**src/rtl/mvn_ram.sv**
```systemverilog
module mvn_ram #(
    parameter int WIDTH = 8,
    parameter int DEPTH = 16
) (
    input  logic                     aclk,
    input  logic                     we,
    input  logic [$clog2(DEPTH)-1:0] waddr,
    input  logic [WIDTH-1:0]         wdata,
    input  logic [$clog2(DEPTH)-1:0] raddr,
    output logic [WIDTH-1:0]         rdata
);

    logic [WIDTH-1:0] mem [DEPTH];

    always_ff @(posedge aclk) begin
        if (we) begin
            mem[waddr] <= wdata;
        end
        rdata <= mem[raddr];
    end

endmodule

```
**config.mk**
```make
export PLATFORM = sky130hd
export DESIGN_NAME = mvn_ram
export DESIGN_NICKNAME = d
export VERILOG_FILES = /design/src/rtl/mvn_ram.sv
export SDC_FILE = /design/constraint.sdc
export NUM_CORES = 1
export LEC_CHECK = 0
export BUFFER_PORTS_ARGS = -buffer_cell sky130_fd_sc_hd__buf_4
export CAP_MARGIN = 0
export CORE_MARGIN = 2
export CORE_UTILIZATION = 50
export CTS_CLUSTER_SIZE = 10
export DETAILED_ROUTE_END_ITERATION = 7
export MAX_ROUTING_LAYER = met4
export PLACE_DENSITY_LB_ADDON = 0.25
export REMOVE_ABC_BUFFERS = 1
export SLEW_MARGIN = 20
export SYNTH_ARGS = -nofsm -noshare
export SYNTH_HDL_FRONTEND = slang
export SYNTH_SLANG_ARGS = --single-unit
```
**constraint.sdc**
```tcl
create_clock -name aclk -period 2.25 [get_ports aclk]
set_input_delay 0.45 -clock aclk [delete_from_list [all_inputs] [get_ports aclk]]
set_output_delay 0.45 -clock aclk [all_outputs]
set_load 0.005 [all_outputs]
```
Word-level counts from Yosys, hierarchy flattened
Memories as Yosys holds them, arrays and structs flattened. A register that Yosys moved wholly into a read port is not among the register bits.
Index checks and enable logic that the tools add are counted.
{ "totals": {"regBits": 0, "mem_bits_rw": 128, "out_inout_bits": 8, "memories": 1} }
{ "memory_table": {"columns": ["name", "words", "width", "rd", "rd_clocked_by_memory_dff", "write_ports", "line", "source"], "rows": [
  ["mem", 16, 8, 1, 1, 1, "13", "logic [WIDTH-1:0] mem [DEPTH];"]
]} }
{ "classes": {"n_mux": 2} }
{ "op_table": {"columns": ["op", "n"], "rows": [
  ["$mux 1", 2]
]} }

Longest topological paths before layout
Gate-level depths: netlist of run 1.
{ "logic_depth": {"word_depth": 2, "mapped_depth": 5, "ltp_nobuf": 3} }

Worst setup path after synthesis of run 1
Ideal clock, no wire load.
{ "synth_path": {"path_kind": "input to register", "start": "input waddr[2]", "end": "memory mem[0][0] (enable)", "setup_time_ps": 383, "t_arrival_ps": 1560, "path_slack_ps": 307, "path_stages": 2, "path_buffers": 0, "path_cell_list": "or3b_2 > nor3_1"} }
{ "synth_rtl": {"columns": ["element", "line", "source"], "rows": [
  ["start, declared", "7", "input logic [$clog2(DEPTH)-1:0] waddr,"],
  ["end, declared", "13", null]
]} }
Straight into the memory's write port.

Final worst setup path of run 1
{ "layout_path": {"start": "register rdata[6], read port of mem", "end": "output rdata[6]"} }
{ "layout_rtl": {"columns": ["element", "line", "source"], "rows": [
  ["start, declared", "10", "output logic [WIDTH-1:0] rdata"]
]} }
No word-level cell between the ends.

==> results.tsv, run 1 <==
stage	metric	value	unit
floorplanning	core	0.01014	mm^2
clock_network	clock_latency	520	ps
drt	num_vias	2410	
outcome	outcome	completed	
timing	slew_viol_final	0	
place	port_buffers	25	
power	seq_power_share	50.6	%
synthesis	synthTopCellsByArea	edfxtp_1 75%, mux4_2 7.9%, mux4_1 7.1%	
timing	period_needed	1478	ps
synthesis	syn_inst	229	
cells_and_area	nets	304	
cells_and_area	design_area	0.006166	mm^2
synthesis	synth.avg_cell_area	22.48	um^2
floorplanning	dieArea	0.01112	mm^2
critical_path	critPathTopFamily	flip-flops	
timing	skew	8.188	ps
critical_path	crit_type	reg -> out	
power	power_density	914.4	mW/mm^2
floorplanning	row_count	37	
critical_path	crit_buf_inv	1	
cells_and_area	diodes	0	
timing	final-hold-violation-count	0	
synthesis	seq_area_frac_synth	77.78	%
critical_path	required	1800	ps
power	comb_power_share	5.0	%
cells_and_area	drive_above_1_share	30.77	%
place	placed_cell_area	0.005629	mm^2
drt	viasPerCell	5.540	
clock_network	cts_resized	0	
floorplanning	start_util	50.77	%
global_routing	overflow	0	
synthesis	netlist.area_leader.share	74.67	%
floorplanning	die_w	105.5	um
synthesis	synth_warnings	0	
clock_network	clockBufferDepth	2	
global_routing	grt_pass1_wl	15.28	mm
power	internal-power	0.004530	W
synthesis	synth_cell_types	19	
drt	drt-pass1-iter-count	4	
clock_network	htree_levels	4	
clock_network	clkSinkCount	136	
synthesis	synth_area_leader_cell	edfxtp_1	
timing	rsz0062_at_grt	no	
cells_and_area	synthToLayoutAreaGrowth	19.79	%
synthesis	synth_enable_flop_cells	128	
synthesis	yosys.cell_count.top_type	edfxtp_1	
timing	tightest_slew	406.6	ps
synthesis	ys_top_cells_by_count	128 x edfxtp_1, 18 x mux4_2, 16 x a22oi_1	
critical_path	worstSetupEndpointType	primary output	
timing	period_share	65.68	%
synthesis	synth-main-ff-cell	edfxtp_1	
drt	drt-initial-drc-count	210	
global_routing	track_usage	20.28	%
critical_path	critPathLaunchType	flip-flop	
clock_network	post_cts_buffers	0	
timing	max_freq	676.7	MHz
drt	wl_per_cell	22.52	um
power	swShare	19.65	%
clock_network	cts_root_buf	clkbuf_8	
synthesis	async_flop_share	0	%
min_path	hold_class	in -> reg	
timing	setup_viol	0	
global_routing	grt_max_degree	31	
place	hpwl	6.361	mm
drt	wl	9.795	mm
floorplanning	ios	26	
critical_path	cp_max_fo	1	
clock_network	hold_buffers	0	
clock_network	cts_tree	built	
critical_path	path_cells	buf_4	
synthesis	synth_area	0.005147	mm^2
cells_and_area	fin_util	60.82	%
job	drv_cap	0	
clock_network	numCtsBuffers	17	
critical_path	cpPeakStageDelay	380	ps
global_routing	grt_pass1_vias	2591	
drt	drc_errors	0	
place	gp_congestion	0.7610	
power	p_clk_share	44.4	%
global_routing	antenna_found_initial	0	
synthesis	ys_ff_latch	136	
floorplanning	die_h	105.5	um
timing	setup-tns-final	0	ps
clock_network	clk_pin_slew	60	ps
drt	antenna_left	0	
power	p_leak	2.111	nW
critical_path	cpMaxStageDelayCell	dfxtp_1	
power	ir_worst_vdd	0.4694	mV
critical_path	cp_data_arrival_time	1030	ps
timing	relSlewSlack	72.90	%
power	p_switching	0.001108	W
-- per-stage QoR --
step,cells,total power (W),hold WS [ps],worst slack [ps]
after global routing,435,0.005828,242.6,726.7
final,435,0.005638,246.3,772.3
after global placement,403,0.003184,662.4,370.6
after floorplan,219,0.003012,548.9,307.1
after CTS,435,0.005687,228.0,725.7
after detailed placement,403,0.003194,664.3,329.2
-- registers in the layout (all words and copies together), names as in the netlist --
register and flops:
rdata 8, mem 128
-- final timing paths --
path / start / slack (ps) / cells after the start / to
worst max-delay path: rdata[6] / 770 / 1 / rdata[6]
worst min-delay path: wdata[6] / 250 / 1 / mem[7][6]
worst max register to register: mem[10][7] / 890 / 3 / rdata[7]
worst min register to register: mem[14][1] / 670 / 3 / rdata[1]
-- cell families (layout without fill, tap and decap cells) --
group | Yosys count | in the layout | share of synthesized area, %
AOI/OAI and AO/OA | 16 | 16 | 2.334
and+or+nand+nor | 35 | 35 | 3.184
muxes | 32 | 32 | 15.02
buffers and inverters | 10 | 80 | 1.677
DFF | 136 | 136 | 77.78
-- layout by cell type (no fill, tap or decap), types with 3 or more instances in the layout --
cell / instances
mux4_2: 18
mux4_1: 14
clkinv_2: 4
buf_12: 3
buf_4: 45
nand2_1: 9
clkbuf_1: 5
a22oi_1: 16
nor2_1: 13
dfxtp_1: 8
edfxtp_1: 128
clkbuf_16: 16
nor3_1: 4
-- power groups by stage --
stage | registers (W) | clock network [W] | logic [W]
after floorplan | 0.00290 | 0 | 0.000114
after global placement | 0.00290 | 0 | 0.000282
after detailed placement | 0.00290 | 0 | 0.000290
after CTS | 0.00285 | 0.00254 | 0.000290
after global routing | 0.00286 | 0.00266 | 0.000309
final | 0.00285 | 0.00250 | 0.000282
-- metal layers --
metal  global-route usage (%)  up-vias  share of wire [%]
met2                    30.05       73                 49
met1                    27.11     1237                 43
li1                         -     1087                  -
met5                        -        -                  0
met4                    8.857        0                2.0
met3                    4.947       13                5.4
-- final cells by class --
cell class	count	area, um^2
well taps	136	170.2
fillers	720	3973
clock inverters	10	103.9
multi-input cells	83	1057
repair buffers	48	397.9
clock buffers	22	432.9
flip-flops and latches	136	4004
Power figures use the tool's default switching activity.
==> run 2, diff against run 1 <==
- clock period: 2.25 -> 1.37 ns (I/O delays scaled with it)
==> results.tsv, run 2 (synthesis results as in run 1) <==
stage	metric	value	unit
drt	wl	10.35	mm
critical_path	cpPeakStageDelay	520	ps
cells_and_area	ff_latch_area	0.004004	mm^2
place	port_buffers	25	
floorplanning	die_w	105.5	um
timing	fin_ws	50.59	ps
cells_and_area	largest_reg_flops	128	
floorplanning	die_h	105.5	um
global_routing	grt_pass1_wl	15.75	mm
clock_network	cts_tree	built	
timing	final-hold-violation-count	0	
cells_and_area	multi_input_area	0.001075	mm^2
global_routing	overflow	0	
critical_path	cpMaxStageDelayCell	mux4_1	
cells_and_area	reg_top3	mem x128, rdata x8	
clock_network	numCtsBuffers	17	
critical_path	crit_type	reg -> reg	
floorplanning	dieArea	0.01112	mm^2
timing	skew	6.215	ps
critical_path	critPathTopFamily	multiplexers	
clock_network	hold_buffers	0	
cells_and_area	diodes	0	
cells_and_area	nFillCells	681	
global_routing	grt_pass1_vias	2651	
timing	setup_viol	0	
timing	tightest_slew	917.3	ps
timing	slew_viol_final	0	
clock_network	clk_pin_slew	60	ps
place	gp_congestion	0.7643	
drt	drt-initial-drc-count	193	
power	power_density	1496	mW/mm^2
timing	period_needed	1319	ps
cells_and_area	synthToLayoutAreaGrowth	23.24	%
clock_network	htree_levels	4	
floorplanning	ios	26	
critical_path	cp_data_arrival_time	1720	ps
global_routing	antenna_found_initial	0	
cells_and_area	nets	318	
clock_network	cts_root_buf	clkbuf_8	
critical_path	cp_max_fo	1	
min_path	hold_class	in -> reg	
global_routing	track_usage	20.92	%
drt	antenna_left	0	
power	total_power	0.009492	W
timing	relSlewSlack	38.72	%
place	hpwl	6.579	mm
cells_and_area	drive_above_1_share	38.02	%
job	drv_cap	0	
cells_and_area	layout_common_cells	128 x edfxtp_1, 57 x buf_4, 20 x mux4_2	
floorplanning	start_util	50.77	%
drt	viasPerCell	5.733	
drt	num_vias	2574	
cells_and_area	final_common_cell	edfxtp_1	
power	p_leak	2.189	nW
timing	rsz0062_at_grt	no	
critical_path	critPathLaunchType	flip-flop	
drt	wl_per_cell	23.05	um
clock_network	clockBufferDepth	2	
drt	drt-pass1-iter-count	4	
outcome	outcome	completed	
floorplanning	row_count	37	
timing	period_share	96.31	%
place	place_ws	-338.7	ps
critical_path	worstSetupEndpointType	flip-flop	
critical_path	path_cells	mux4_1, a22oi_2, nand2_1	
global_routing	grt_max_degree	17	
drt	drc_errors	0	
critical_path	crit_buf_inv	0	
clock_network	clock_latency	520	ps
timing	setup-tns-final	0	ps
timing	max_freq	757.9	MHz
critical_path	required	1770	ps
timing	fin_hold_ws	58.47	ps
power	ir_worst_vdd	0.6697	mV
cells_and_area	regMostFlops	mem	
clock_network	clkSinkCount	136	
floorplanning	core	0.01014	mm^2
-- run 2: changes by cell type in the layout (fill, tap and decap cells not counted), moves of 2 or more --
cell,change
buf_4,+12
a22oi_1,-5
a22oi_2,+5
clkbuf_1,-5
clkinvlp_4,+3
buf_12,+2
clkinv_4,+2
inv_6,+2
mux4_1,-2
mux4_2,+2
-- run 2: worst reg2reg max path: stages (launching register included) --
cell,delay (ps)
edfxtp_1,380
mux4_1,530
a22oi_2,230
nand2_1,80
-- run 2: routing by layer --
layer	vias to the layer above	track usage, %	wire, um
met5	-	-	0
met4	0	6.286	106
met3	11	5.380	512
met2	75	31.80	5117
met1	1372	28.30	4612
li1	1116	-	-
-- run 2: worst paths after layout --
| path | start | endpoint | slack [ps] | cells after the start |
|---|---|---|---|---|
| min | wdata[1] | mem[12][1] | 60 | 1 |
| max | mem[0][2] | rdata[2] | 50 | 3 |
| max reg2reg | mem[0][2] | rdata[2] | 50 | 3 |
| min reg2reg | mem[13][6] | rdata[6] | 680 | 3 |
-- run 2: what timing repair did --
action                                  4_1_cts  5_1_grt
gates resized for setup                       3        4
buffers inserted                              0        0
pin swaps                                     0        3
endpoints found under the setup margin        3        5
-- run 2: power by group --
| group | total (W) | internal [W] | switching [W] |
|---|---|---|---|
| combinational | 0.000519 | 0.000259 | 0.000259 |
| clock | 0.00429 | 0.00259 | 0.00171 |
| sequential | 0.00468 | 0.00465 | 0.0000291 |
| total | 0.00949 | 0.00750 | 0.00200 |
-- run 2: area by class of cell --
class / instances / share of cell area (%)
Sequential cell: 136 / 63.12
Tap cell: 136 / 2.682
Clock buffer: 17 / 6.529
Multi-Input combinational cell: 83 / 16.94
Clock inverter: 15 / 2.406
Timing Repair Buffer: 62 / 8.323
-- run 2: per-stage QoR --
stage | cells | utilization (%) | cell area (um^2)
global placement | 418 | 56.88 | 5767
CTS | 450 | 62.62 | 6349
floorplan | 219 | - | 5061
detailed placement | 418 | 56.88 | 5767
finish | 449 | 62.57 | 6344
global route | 449 | 62.57 | 6344
